### src/rtl/lbc_pkg.sv
package lbc_pkg;

  localparam int NUM_BUFFERS = 16;
  localparam int BLOCK_BITS  = 24;
  localparam int SLOT_W      = $clog2(NUM_BUFFERS);

  // fixed port field widths
  localparam int OP_W    = 3;
  localparam int BLKNO_W = 24;
  localparam int IDX_W   = 4;
  localparam int KIND_W  = 2;

  localparam logic [OP_W-1:0] OP_GET     = 3'd0;
  localparam logic [OP_W-1:0] OP_READ    = 3'd1;
  localparam logic [OP_W-1:0] OP_WRITE   = 3'd2;
  localparam logic [OP_W-1:0] OP_DELAYED = 3'd3;
  localparam logic [OP_W-1:0] OP_FLUSH   = 3'd4;

  typedef enum logic [KIND_W-1:0] {
    KIND_GRANT = 2'd0,
    KIND_WB    = 2'd1,
    KIND_FETCH = 2'd2,
    KIND_DONE  = 2'd3
  } kind_e;

  typedef enum logic [2:0] {
    CLS_GET,
    CLS_READ,
    CLS_WRITE,
    CLS_DELAYED,
    CLS_FLUSH,
    CLS_NOP
  } op_class_e;

  typedef struct packed {
    op_class_e             cls;
    logic [BLOCK_BITS-1:0] blk;
    logic [IDX_W-1:0]      idx;
  } item_t;

  typedef enum logic [3:0] {
    ST_IDLE,
    ST_MATCH,
    ST_RESOLVE,
    ST_WB,
    ST_FETCH,
    ST_GRANT,
    ST_FLUSH,
    ST_DONE
  } eng_state_e;

endpackage

### src/rtl/lbc_if.sv
interface lbc_in_if;
  import lbc_pkg::*;
  logic               valid;
  logic               ready;
  logic [OP_W-1:0]    operation;
  logic [BLKNO_W-1:0] block_number;
  logic [IDX_W-1:0]   slot_index;

  modport source (output valid, operation, block_number, slot_index, input ready);
  modport sink   (input valid, operation, block_number, slot_index, output ready);
endinterface

interface lbc_out_if;
  import lbc_pkg::*;
  logic               valid;
  logic               ready;
  logic [KIND_W-1:0]  kind;
  logic [IDX_W-1:0]   slot_number;
  logic [BLKNO_W-1:0] disk_block;
  logic               hit;
  logic               last;

  modport source (output valid, kind, slot_number, disk_block, hit, last, input ready);
  modport sink   (input valid, kind, slot_number, disk_block, hit, last, output ready);
endinterface

### src/rtl/lbc_front.sv
module lbc_front (
  input  logic          clk_i,
  input  logic          rst_ni,
  lbc_in_if.sink        in_i,
  output logic          q_valid_o,
  output lbc_pkg::item_t q_item_o,
  input  logic          q_pop_i
);
  import lbc_pkg::*;

  item_t       mem_q [2];
  logic        wr_ptr_q, wr_ptr_d;
  logic        rd_ptr_q, rd_ptr_d;
  logic [1:0]  cnt_q, cnt_d;
  item_t       item_in;
  logic [31:0] blk_ext;
  logic        push, pop;

  // classify the incoming beat
  always_comb begin
    blk_ext     = 32'(in_i.block_number);
    item_in.blk = blk_ext[BLOCK_BITS-1:0];
    item_in.idx = in_i.slot_index;
    unique case (in_i.operation)
      OP_GET:     item_in.cls = CLS_GET;
      OP_READ:    item_in.cls = CLS_READ;
      OP_WRITE:   item_in.cls = CLS_WRITE;
      OP_DELAYED: item_in.cls = CLS_DELAYED;
      OP_FLUSH:   item_in.cls = CLS_FLUSH;
      default:    item_in.cls = CLS_NOP;
    endcase
  end

  // two-entry queue
  assign in_i.ready = (cnt_q != 2'd2);
  assign push       = in_i.valid && in_i.ready;
  assign q_valid_o  = (cnt_q != 2'd0);
  assign pop        = q_pop_i && q_valid_o;
  assign q_item_o   = mem_q[rd_ptr_q];

  always_comb begin
    wr_ptr_d = push ? ~wr_ptr_q : wr_ptr_q;
    rd_ptr_d = pop ? ~rd_ptr_q : rd_ptr_q;
    cnt_d    = cnt_q + 2'(push) - 2'(pop);
  end

  always_ff @(posedge clk_i or negedge rst_ni) begin
    if (!rst_ni) begin
      wr_ptr_q <= 1'b0;
      rd_ptr_q <= 1'b0;
      cnt_q    <= 2'd0;
    end else begin
      wr_ptr_q <= wr_ptr_d;
      rd_ptr_q <= rd_ptr_d;
      cnt_q    <= cnt_d;
    end
  end

  always_ff @(posedge clk_i) begin
    if (push) begin
      mem_q[wr_ptr_q] <= item_in;
    end
  end

endmodule

### src/rtl/lbc_engine.sv
module lbc_engine (
  input  logic           clk_i,
  input  logic           rst_ni,
  input  logic           q_valid_i,
  input  lbc_pkg::item_t q_item_i,
  output logic           q_pop_o,
  lbc_out_if.source      out_o
);
  import lbc_pkg::*;

  eng_state_e state_q, state_d;

  logic [SLOT_W-1:0]     order_q [NUM_BUFFERS];
  logic [BLOCK_BITS-1:0] tag_q   [NUM_BUFFERS];
  logic [NUM_BUFFERS-1:0] valid_q, dirty_q, ready_q;
  logic [NUM_BUFFERS-1:0] match_q;

  item_t                 cur_q;
  logic [SLOT_W-1:0]     s_q;
  logic [BLOCK_BITS-1:0] wb_tag_q;
  logic                  fetch_pend_q, hit_q;
  logic [SLOT_W-1:0]     fl_q;

  // resolve signals
  logic [NUM_BUFFERS-1:0] match_pos;
  logic                   found;
  logic [SLOT_W-1:0]      pos;
  logic [SLOT_W-1:0]      s_sel;
  logic                   miss;
  logic [31:0]            idx_ext;
  logic [SLOT_W-1:0]      idx_sel;
  logic                   slot_ok;
  logic                   is_lookup, is_slot;

  // emit signals
  logic                  emit_v;
  kind_e                 emit_kind;
  logic [SLOT_W-1:0]     emit_slot;
  logic                  emit_raw_idx;
  logic [BLOCK_BITS-1:0] emit_blk;
  logic                  emit_hit, emit_last;
  logic                  out_free;
  logic [31:0]           slot_ext, blk_ext;

  assign is_lookup = (cur_q.cls == CLS_GET) || (cur_q.cls == CLS_READ);
  assign is_slot   = (cur_q.cls == CLS_WRITE) || (cur_q.cls == CLS_DELAYED);
  assign out_free  = !out_o.valid || out_o.ready;
  assign slot_ext  = 32'(emit_slot);
  assign blk_ext   = 32'(emit_blk);

  // first match in recency order
  always_comb begin
    found = 1'b0;
    pos   = '0;
    for (int i = 0; i < NUM_BUFFERS; i++) begin
      match_pos[i] = match_q[order_q[i]];
      if (match_pos[i] && !found) begin
        found = 1'b1;
        pos   = SLOT_W'(i);
      end
    end
    miss    = !found;
    s_sel   = order_q[pos];
    idx_ext = 32'(cur_q.idx);
    idx_sel = idx_ext[SLOT_W-1:0];
    slot_ok = (idx_ext < 32'(NUM_BUFFERS)) && valid_q[idx_sel];
  end

  // next state
  always_comb begin
    state_d = state_q;
    unique case (state_q)
      ST_IDLE: begin
        if (q_valid_i) begin
          unique case (q_item_i.cls)
            CLS_GET, CLS_READ:      state_d = ST_MATCH;
            CLS_WRITE, CLS_DELAYED: state_d = ST_RESOLVE;
            CLS_FLUSH:              state_d = ST_FLUSH;
            default:                state_d = ST_DONE;
          endcase
        end
      end
      ST_MATCH: state_d = ST_RESOLVE;
      ST_RESOLVE: begin
        if (is_lookup) begin
          if (miss && dirty_q[s_sel]) state_d = ST_WB;
          else if (cur_q.cls == CLS_READ && (miss || !ready_q[s_sel])) state_d = ST_FETCH;
          else state_d = ST_GRANT;
        end else begin
          state_d = (cur_q.cls == CLS_WRITE && slot_ok) ? ST_WB : ST_DONE;
        end
      end
      ST_WB: begin
        if (out_free) begin
          if (!is_lookup) state_d = ST_DONE;
          else if (fetch_pend_q) state_d = ST_FETCH;
          else state_d = ST_GRANT;
        end
      end
      ST_FETCH: if (out_free) state_d = ST_GRANT;
      ST_GRANT: if (out_free) state_d = ST_IDLE;
      ST_FLUSH: begin
        if ((out_free || !dirty_q[fl_q]) && fl_q == SLOT_W'(NUM_BUFFERS - 1)) begin
          state_d = ST_DONE;
        end
      end
      ST_DONE: if (out_free) state_d = ST_IDLE;
      default: state_d = ST_IDLE;
    endcase
  end

  // result beat selection
  always_comb begin
    emit_v       = 1'b0;
    emit_kind    = KIND_DONE;
    emit_slot    = s_q;
    emit_raw_idx = 1'b0;
    emit_blk     = cur_q.blk;
    emit_hit     = 1'b0;
    emit_last    = 1'b0;
    q_pop_o      = 1'b0;
    unique case (state_q)
      ST_IDLE: q_pop_o = 1'b1;
      ST_WB: begin
        emit_v    = 1'b1;
        emit_kind = KIND_WB;
        emit_blk  = wb_tag_q;
      end
      ST_FETCH: begin
        emit_v    = 1'b1;
        emit_kind = KIND_FETCH;
      end
      ST_GRANT: begin
        emit_v    = 1'b1;
        emit_kind = KIND_GRANT;
        emit_hit  = hit_q;
        emit_last = 1'b1;
      end
      ST_FLUSH: begin
        emit_v    = dirty_q[fl_q];
        emit_kind = KIND_WB;
        emit_slot = fl_q;
        emit_blk  = tag_q[fl_q];
      end
      ST_DONE: begin
        emit_v       = 1'b1;
        emit_kind    = KIND_DONE;
        emit_slot    = '0;
        emit_raw_idx = is_slot;
        emit_blk     = '0;
        emit_last    = 1'b1;
      end
      default: ;
    endcase
  end

  // control and state bits
  always_ff @(posedge clk_i or negedge rst_ni) begin
    if (!rst_ni) begin
      state_q     <= ST_IDLE;
      valid_q     <= '0;
      dirty_q     <= '0;
      ready_q     <= '0;
      fl_q        <= '0;
      out_o.valid <= 1'b0;
      for (int i = 0; i < NUM_BUFFERS; i++) begin
        order_q[i] <= SLOT_W'(i);
      end
    end else begin
      state_q <= state_d;
      if (out_free) out_o.valid <= emit_v;

      unique case (state_q)
        ST_IDLE: fl_q <= '0;
        ST_RESOLVE: begin
          if (is_lookup) begin
            if (miss) begin
              valid_q[s_sel] <= 1'b1;
              dirty_q[s_sel] <= 1'b0;
              ready_q[s_sel] <= (cur_q.cls == CLS_READ);
            end else if (cur_q.cls == CLS_READ) begin
              ready_q[s_sel] <= 1'b1;
            end
            // move to tail
            for (int i = 0; i < NUM_BUFFERS - 1; i++) begin
              if (SLOT_W'(i) >= pos) order_q[i] <= order_q[i + 1];
            end
            order_q[NUM_BUFFERS - 1] <= s_sel;
          end else if (slot_ok) begin
            dirty_q[idx_sel] <= (cur_q.cls == CLS_DELAYED);
            ready_q[idx_sel] <= 1'b1;
          end
        end
        ST_FLUSH: begin
          if (out_free || !dirty_q[fl_q]) begin
            if (dirty_q[fl_q]) begin
              dirty_q[fl_q] <= 1'b0;
              ready_q[fl_q] <= 1'b1;
            end
            fl_q <= fl_q + SLOT_W'(1);
          end
        end
        default: ;
      endcase
    end
  end

  // payload registers
  always_ff @(posedge clk_i) begin
    if (state_q == ST_IDLE && q_valid_i) cur_q <= q_item_i;
    if (state_q == ST_MATCH) begin
      for (int i = 0; i < NUM_BUFFERS; i++) begin
        match_q[i] <= valid_q[i] && (tag_q[i] == cur_q.blk);
      end
    end
    if (state_q == ST_RESOLVE) begin
      if (is_lookup) begin
        s_q          <= s_sel;
        wb_tag_q     <= tag_q[s_sel];
        fetch_pend_q <= (cur_q.cls == CLS_READ) && (miss || !ready_q[s_sel]);
        hit_q        <= !miss && ready_q[s_sel];
        if (miss) tag_q[s_sel] <= cur_q.blk;
      end else begin
        s_q          <= idx_sel;
        wb_tag_q     <= tag_q[idx_sel];
        fetch_pend_q <= 1'b0;
        hit_q        <= 1'b0;
      end
    end
    if (out_free && emit_v) begin
      out_o.kind        <= emit_kind;
      out_o.slot_number <= emit_raw_idx ? cur_q.idx : slot_ext[IDX_W-1:0];
      out_o.disk_block  <= blk_ext[BLKNO_W-1:0];
      out_o.hit         <= emit_hit;
      out_o.last        <= emit_last;
    end
  end

endmodule

### src/rtl/lru_block_buffer_cache.sv
// channel  dir  beat fields
// in_i     in   operation, block_number, slot_index
// out_o    out  kind, slot_number, disk_block, hit, last
//
// get/read: queue pop, parallel tag match, recency resolve and grant, with
//   a write-back and/or fetch beat ahead of the grant where needed
// write/delayed write: queue pop, resolve, write-back for a valid write slot,
//   done; flush: one slot a cycle unless a dirty slot waits on out_o.ready
// reset restores recency order to slot order and clears the valid, dirty and ready bits at once
// a two-entry queue takes input beats while the engine waits on out_o.ready
module lru_block_buffer_cache (
  input  logic      clk_i,
  input  logic      rst_ni,
  lbc_in_if.sink    in_i,
  lbc_out_if.source out_o
);
  import lbc_pkg::*;

  logic  q_valid;
  item_t q_item;
  logic  q_pop;

  lbc_front u_front (
    .clk_i     (clk_i),
    .rst_ni    (rst_ni),
    .in_i      (in_i),
    .q_valid_o (q_valid),
    .q_item_o  (q_item),
    .q_pop_i   (q_pop)
  );

  lbc_engine u_engine (
    .clk_i     (clk_i),
    .rst_ni    (rst_ni),
    .q_valid_i (q_valid),
    .q_item_i  (q_item),
    .q_pop_o   (q_pop),
    .out_o     (out_o)
  );

endmodule

### src/flat_wrapper.sv
// flat-port wrapper written by rule: the top's interface ports become plain ports
module lru_block_buffer_cache_flat import lbc_pkg::*;
  (clk_i, rst_ni, in_i_valid, in_i_operation, in_i_block_number, in_i_slot_index, in_i_ready, out_o_valid, out_o_kind, out_o_slot_number, out_o_disk_block, out_o_hit, out_o_last, out_o_ready);
  lbc_in_if in_i_i ();
  lbc_out_if out_o_i ();
  input  logic clk_i;
  input  logic rst_ni;
  input wire logic [$bits(in_i_i.valid)-1:0] in_i_valid;
  input wire logic [$bits(in_i_i.operation)-1:0] in_i_operation;
  input wire logic [$bits(in_i_i.block_number)-1:0] in_i_block_number;
  input wire logic [$bits(in_i_i.slot_index)-1:0] in_i_slot_index;
  output wire logic [$bits(in_i_i.ready)-1:0] in_i_ready;
  output wire logic [$bits(out_o_i.valid)-1:0] out_o_valid;
  output wire logic [$bits(out_o_i.kind)-1:0] out_o_kind;
  output wire logic [$bits(out_o_i.slot_number)-1:0] out_o_slot_number;
  output wire logic [$bits(out_o_i.disk_block)-1:0] out_o_disk_block;
  output wire logic [$bits(out_o_i.hit)-1:0] out_o_hit;
  output wire logic [$bits(out_o_i.last)-1:0] out_o_last;
  input wire logic [$bits(out_o_i.ready)-1:0] out_o_ready;
  assign in_i_i.valid = in_i_valid;
  assign in_i_i.operation = in_i_operation;
  assign in_i_i.block_number = in_i_block_number;
  assign in_i_i.slot_index = in_i_slot_index;
  assign in_i_ready = in_i_i.ready;
  assign out_o_valid = out_o_i.valid;
  assign out_o_kind = out_o_i.kind;
  assign out_o_slot_number = out_o_i.slot_number;
  assign out_o_disk_block = out_o_i.disk_block;
  assign out_o_hit = out_o_i.hit;
  assign out_o_last = out_o_i.last;
  assign out_o_i.ready = out_o_ready;
  lru_block_buffer_cache u_core (.clk_i(clk_i), .rst_ni(rst_ni), .in_i(in_i_i), .out_o(out_o_i));
endmodule
### config.mk
export PLATFORM = sky130hd
export DESIGN_NAME = lru_block_buffer_cache_flat
export DESIGN_NICKNAME = d
export VERILOG_FILES = /design/src/rtl/lbc_pkg.sv /design/src/rtl/lbc_if.sv /design/src/rtl/lbc_front.sv /design/src/rtl/lbc_engine.sv /design/src/rtl/lru_block_buffer_cache.sv /design/src/flat_wrapper.sv
export SDC_FILE = /design/constraint.sdc
export NUM_CORES = 2
export LEC_CHECK = 0
export ABC_AREA = 1
export BUFFER_PORTS_ARGS = -buffer_cell sky130_fd_sc_hd__buf_4
export CORE_UTILIZATION = 30
export CTS_BUF_LIST = sky130_fd_sc_hd__clkbuf_8
export CTS_CLUSTER_SIZE = 8
export DETAILED_ROUTE_END_ITERATION = 7
export GPL_ROUTABILITY_DRIVEN = 1
export PLACE_DENSITY_LB_ADDON = 0.25
export RECOVER_POWER = 50
export SYNTH_ARGS = -nofsm -noshare
export SYNTH_HDL_FRONTEND = slang
export SYNTH_SLANG_ARGS = --single-unit
### constraint.sdc
create_clock -name clk_i -period 5.59 [get_ports clk_i]
set_clock_uncertainty 0.05 [all_clocks]
set_input_delay 1.118 -clock clk_i [delete_from_list [all_inputs] [get_ports clk_i]]
set_output_delay 1.118 -clock clk_i [all_outputs]
set_load 0.01 [all_outputs]
# == Yosys cells after proc, flatten, opt, wreduce, memory -nomap -nowiden ==
# Memory sizes are Yosys's and may differ from the RTL's. A register that Yosys moved wholly into a read port is not among the register bits.
# Index checks and enable logic that the tools add are counted.
# classes
n_lt_le_gt_ge,38
muxes,128
n_bitwise,12
eq_ne,46
add_sub_neg,3
n_reduce_logical,100
# ops
operator,n
$eq A24 B24 Y1,16
$mux W16,11
$mux W4,25
$lt A4 B5 Y1 const B,19
$bmux W1 S4,20
$pmux W24 S3,1
$or A16 B16 Y16,4
$pmux W16 S2,2
$mux W1,51
$reduce_and A3 Y1,16
$logic_and A1 B1 Y1,43
$and A16 B16 Y16,2
$bwmux W16,2
$not A16 Y16,2
$ge A4 B4 Y1 const A,7
$pmux W4 S7,1
$mux W24,1
$logic_not A1 Y1,19
$eq A3 B2 Y1 const B,6
$bmux W4 S4,1
$eq A4 B3 Y1 const B,4
$ge A3 B4 Y1 const A,4
$pmux W4 S2,2
$pmux W3 S5,1
32 further kinds,67
# word_totals
ff_bits,234
word_cells,367
mem_bits_rw,446
input_bits,35
mem_count,2
output_inout_bits,34
# memory_table
memory,words,width,read_ports,rd_clocked_by_memory_dff,write_ports,line,rtl
u_core.u_engine.tag_q,16,24,19,1,1,lbc_engine.sv:14,logic [BLOCK_BITS-1:0] tag_q [NUM_BUFFERS];
u_core.u_front.mem_q,2,31,1,0,1,lbc_front.sv:11,item_t mem_q [2];

# == Logic depth before layout (Yosys ltp) ==
# depth
depth_word,61
depth_mapped,41

# == Cells and area by module ==
# Synthesis repeated with hierarchy kept, for this count alone.
# hier_totals
hier_cells,5224
area_unflattened_um2,42084.1
# by_module_without_submodules
mod,area_per_inst_um2,instances,cells_each
lbc_engine,39593.0,1,5027
lbc_front,2491.1,1,197

# == Worst setup path before layout ==
# Ideal clock, no wire load.
# synth_timing
path_type,register to register
startpoint,reg u_core.u_engine.order_q[56] in the netlist's numbering
endpoint,"mem u_core.u_engine.tag_q[13][0], enable pin"
path_buffers,5
path_stages_with_launch,32
required_time_ns,5.134
setup_time_ns,0.406
arrival_ns,4.251
path_slack_ns,0.883
period_less_slack_ns,4.707
path_cell_list,dfstp_2 > buf_6 > inv_2 > buf_6 > nand2_1 > nand3_1 > nand3_1 > nand3_1 > nand2_2 > nor2_4 > nand2_1 > nor2_2 > nand2_1 > nor2_1 > nand2_1 > inv_2 > nor3_1 > nand2_1 > nor2_4 > nand2_2 > buf_6 > buf_6 > o21ai_1 > a21oi_1 > o21ai_1 > nand2_1 > nor2_4 > nand2_1 > inv_2 > buf_4 > nand2_1 > nor2_1
# synth_between
elab_chain_cells,50
word_cells_on_any_way,69
classes_between,39 x mux; 1 x bitwise; 29 x reduce/logical
# synth_rtl
item,line,rtl
"start, declared",lbc_engine.sv:13,logic [SLOT_W-1:0] order_q [NUM_BUFFERS];
"start signal, assigned by index",lbc_engine.sv:167,order_q[i] <= SLOT_W'(i);
"start signal, assigned by index",lbc_engine.sv:186,if (SLOT_W'(i) >= pos) order_q[i] <= order_q[i + 1];
"start signal, assigned by index",lbc_engine.sv:188,order_q[NUM_BUFFERS - 1] <= s_sel;
$bmux W1 S4,lbc_engine.sv:56,match_pos[i] = match_q[order_q[i]];
$mux W1 (not written as such),lbc_engine.sv:56,
$logic_and A1 B1 Y1,lbc_engine.sv:57,if (match_pos[i] && !found) begin
$mux W1,lbc_engine.sv:57,
$logic_not A1 Y1,lbc_engine.sv:57,
$logic_and A1 B1 Y1,lbc_engine.sv:57,
$mux W1,lbc_engine.sv:57,
$logic_not A1 Y1,lbc_engine.sv:57,
[34 not listed],n/a,
$mux W1,lbc_engine.sv:57,
$logic_not A1 Y1,lbc_engine.sv:57,
$logic_and A1 B1 Y1,lbc_engine.sv:57,
$mux W4 or $mux W1 (tied branches),lbc_engine.sv:57,
$not A4 Y5 (not written as such) or $mux W1 (tied branches),"lbc_engine.sv:63, lbc_engine.sv:222",
$bmux W4 S4 or $mux W1 (tied branches),"lbc_engine.sv:63, lbc_engine.sv:217",
$mux W4 (not written as such) or $mux W1 (tied branches),"lbc_engine.sv:63, lbc_engine.sv:216",
$mux W4 (not written as such) or $mux W1 (tied branches),"lbc_engine.sv:63, lbc_engine.sv:222",
"end, declared",lbc_engine.sv:14,
# Several ways; a longest one is shown, not always the timed one. The select of a mux whose other input is x is not followed.

# == Worst setup path in the final report ==
# layout_timing
startpoint,reg u_core.u_engine.match_q[2]
endpoint,reg u_core.u_engine.wb_tag_q[6] (data pin)
# layout_between
elab_chain_cells,54
word_cells_on_any_way,98
classes_between,66 x mux; 1 x bitwise; 30 x reduce/logical; 1 x memory
# layout_rtl
item,line,rtl
"start, declared",lbc_engine.sv:16,logic [NUM_BUFFERS-1:0] match_q;
"start signal, assigned by index",lbc_engine.sv:213,match_q[i] <= valid_q[i] && (tag_q[i] == cur_q.blk);
$bmux W1 S4,lbc_engine.sv:56,
$mux W1 (not written as such),lbc_engine.sv:56,
$mux W1,lbc_engine.sv:57,
$logic_not A1 Y1,lbc_engine.sv:57,
$logic_and A1 B1 Y1,lbc_engine.sv:57,
$mux W1,lbc_engine.sv:57,
$logic_not A1 Y1,lbc_engine.sv:57,
$logic_and A1 B1 Y1,lbc_engine.sv:57,
[37 not listed],n/a,
$logic_not A1 Y1,lbc_engine.sv:57,
$logic_and A1 B1 Y1,lbc_engine.sv:57,
$mux W4 *,lbc_engine.sv:57,
$not A4 Y5 (not written as such) *,lbc_engine.sv:63,s_sel = order_q[pos];
$bmux W4 S4 *,lbc_engine.sv:63,
$mux W4 (not written as such) * (2 in a row),lbc_engine.sv:63,
$mem_v2 Z16 W24 *,n/a,
$mux W24 *,lbc_engine.sv:217,if (is_lookup) begin
"end signal, assigned",lbc_engine.sv:219,wb_tag_q <= tag_q[s_sel];
"end signal, assigned",lbc_engine.sv:225,wb_tag_q <= tag_q[idx_sel];
"end, declared",lbc_engine.sv:20,logic [BLOCK_BITS-1:0] wb_tag_q;
# Every way passes the cells marked *; elsewhere a longest branch is shown, timed or not. The select of a mux whose other input is x is not followed.
# A chain may end at the register's enable or synchronous reset.

==> impl_metrics.ini <==
[drt]
num_vias = 42500
routed_wl_um = 206000
drt_iter0_drc = 7183
drc = 0
drtAntennaViolNets = 0
routedWlPerCell_um = 28.7
viasPerCell = 5.93
first_pass_iters = 7

[floorplanning]
core_region_area_mm2 = 0.138
rows = 136
chipWidth_um = 376
die-height_um = 376
start_util = 0.304
dieArea_mm2 = 0.141
num_io_pins = 69

[clock_tree]
cts_tree = built
cts_root_buffer = clkbuf_8
clock_latency_ns = 0.92
cts_buffers = 136
cts_hold_buf = 0
cts_buffer_depth = 3
htree_num_levels = 4
cts.sinks = 683
clk_pin_slew_ns = 0.06

[placed_design]
numPortBuffers = 68
hpwl_um = 143000
place_congestion = 1.01

[logic_synthesis]
ys.flop_type = edfxtp_1
syn_avg_cell_area_um2 = 8.05
ys_seq_area_frac = 0.475
ys_seq_elements = 683
synth_cells = 5204
synth_edf_count = 555
ys_async_sr_fraction = 0.182
yosysWarningCount = 0
syn_area_mm2 = 0.0419
synth_cell_types = 58
synthesis.nets = 5245

[pwr]
p_clk_frac = 0.202
finalPower_w = 0.0256
ir_worst_vdd_mv = 0.497
p_leak_nw = 17.5
intPower_w = 0.0129
switchingPower_w = 0.0127
power.share.combinational = 0.509
switching_share = 0.497
p_per_area_mw_per_mm2 = 540
power_frac_seq = 0.288

[worst_setup_path]
path_depth = 31
crit_fanout = 37
reg2regPathDepth = 31
path_class = flop to flop
crit_buf_inv = 6
cp_common_cell = nor2_1
critPathArrivalTime_ns = 5.81
cp-end-kind = flop
cp.required_ns = 6.19
crit_path_start_kind = flop
slowest_stage = edfxtp_1
critPathTopFamily = simple AND/OR/NAND/NOR gates
cpPeakStageDelay_ns = 0.45

[final_layout]
layout_common_cells = nand2_1, o21ai_0, a21oi_1, edfxtp_1, inv_1
final_core_util = 0.344
fin_nets = 5249
layout-drive-gt1-share = 0.0979
areaGrowthSynthToFinish_pct = 13.2
layout_commonest_cell = nand2_1

[global_route]
grt_pass1_vias = 39100
grt_max_degree = 177
grt.overflow.total = 0
grt_pass1_wl_um = 290000
grt_use_total = 0.284
antenna_found_initial = 7

[timing]
min_period_ns = 5.21
fmax_mhz = 192
maxSlewViolCount = 931
rsz0062_at_grt = false
fin_crit_sh = 0.932
slew_headroom = -0.910
worst_slew_pin_slew_ns = 2.86
setup_viol = 0
finalHoldViolCount = 0

[hold_path]
min_delay_path_depth = 1
hold_path_class = input pin to flop

[outcome]
status = finished with violations
violations = max-capacitance violations, max-slew violations

[job]
drv_cap = 27
## registers in the layout, indices dropped and copies added, names as in the netlist, named ones only
name	cells
u_core.u_engine.out_o.hit	1
u_core.u_front.wr_ptr_q	1
u_core.u_engine.hit_q	1
u_core.u_front.cnt_q	2
u_core.u_engine.dirty_q	16
u_core.u_engine.out_o.slot_number	4
u_core.u_front.rd_ptr_q	1
u_core.u_engine.ready_q	16
u_core.u_engine.out_o.last	1
u_core.u_engine.s_q	4
u_core.u_engine.tag_q	384
u_core.u_engine.out_o.disk_block	24
u_core.u_engine.fetch_pend_q	1
u_core.u_engine.idx_sel	4
u_core.u_engine.valid_q	16
u_core.u_front.mem_q	62
u_core.u_engine.order_q	64
u_core.u_engine.out_o.kind	2
u_core.u_engine.cur_q	27
u_core.u_engine.state_q	3
u_core.u_engine.wb_tag_q	24
u_core.u_engine.out_o.valid	1
u_core.u_engine.fl_q	4
u_core.u_engine.match_q	16
## power groups by stage
stage | Sequential [W] | Combinational (W) | Clock, W
2_1_floorplan | 0.00726 | 0.00724 | 0
3_5_place_dp | 0.00743 | 0.0125 | 0
3_3_place_gp | 0.00743 | 0.0125 | 0
5_1_grt | 0.00746 | 0.0137 | 0.00549
6_report | 0.00739 | 0.0131 | 0.00519
4_1_cts | 0.00733 | 0.0125 | 0.00530
## final cells by class
class,instances,area [um2]
fill,14500,90500
sequential,683,19900
multi-input combinational,3606,18500
tap,1863,2330
inverter,556,2120
clock buffer,146,2010
timing repair buffer,225,1980
clock inverter,86,599
antenna,5,12.5
## synthesized netlist by cell type, drive strengths merged (19+ instances only)
cell type | instances | area, um2
o41ai | 20 | 183
edfxtp | 555 | 16700
nand3 | 275 | 1380
xnor2 | 19 | 166
nor4 | 57 | 357
nand4 | 24 | 171
o22ai | 337 | 2110
dfrtp | 92 | 2300
o21ai | 850 | 4260
buf | 103 | 601
inv | 547 | 2050
xor2 | 54 | 473
nor2 | 264 | 1080
a311oi | 19 | 166
a221oi | 43 | 377
nand2 | 879 | 3350
o211ai | 79 | 593
dfstp | 32 | 841
clkbuf | 256 | 961
a21oi | 586 | 2940
## what timing repair did
action,4_1_cts,5_1_grt
gates resized for setup,2,22
setup endpoints to repair,2,58
buffers inserted,0,1
pin swaps,0,1
## metal layers
metal | global-route usage | up-vias | wire (um)
li1 | - | 18600 | -
met1 | 0.384 | 20300 | 83900
met2 | 0.410 | 3062 | 86600
met3 | 0.0827 | 525 | 24700
met4 | 0.141 | 2 | 10900
met5 | 0 | - | 13
## path summary, 6_finish.rpt
| check | startpoint | end | slack [ns] |
|---|---|---|---|
| min | in_i_block_number[6] | u_core.u_front.mem_q[0][10] | 0.39 |
| min reg2reg | u_core.u_front.mem_q[0][9] | u_core.u_engine.cur_q[9] | 0.46 |
| max reg2reg | u_core.u_engine.match_q[2] | u_core.u_engine.wb_tag_q[6] | 0.38 |
| min in group asynchronous | rst_ni | u_core.u_engine.order_q[39] | 0.96 |
| max | u_core.u_engine.match_q[2] | u_core.u_engine.wb_tag_q[6] | 0.38 |
| max in group asynchronous | rst_ni | u_core.u_engine.fl_q[1] | 1.32 |
## through the flow
| step | instances | setup slack, ns | setup TNS [ns] | instance area, um2 | hold slack (ns) |
|---|---|---|---|---|---|
| after detailed placement | 6931 | -0.0289 | -0.0289 | 44900 | 0.448 |
| after global placement | 6931 | -0.0236 | -0.0236 | 44900 | 0.440 |
| after CTS | 7163 | 0.0354 | 0 | 47500 | 0.251 |
| final | 7170 | 0.382 | 0 | 47500 | 0.393 |
| after global routing | 7166 | 0.0143 | 0 | 47400 | 0.360 |
| after floorplan | 5204 | 0.883 | 0 | 41900 | 0.389 |
## kinds of logic after synthesis
logic type      synth area share
simple gates               0.156
flops                      0.475
buf+inv                   0.0871
xor+xnor                  0.0153
fa+ha+maj                0.00179
compound gates             0.266
Note: power is estimated with default switching activity, not from simulation.
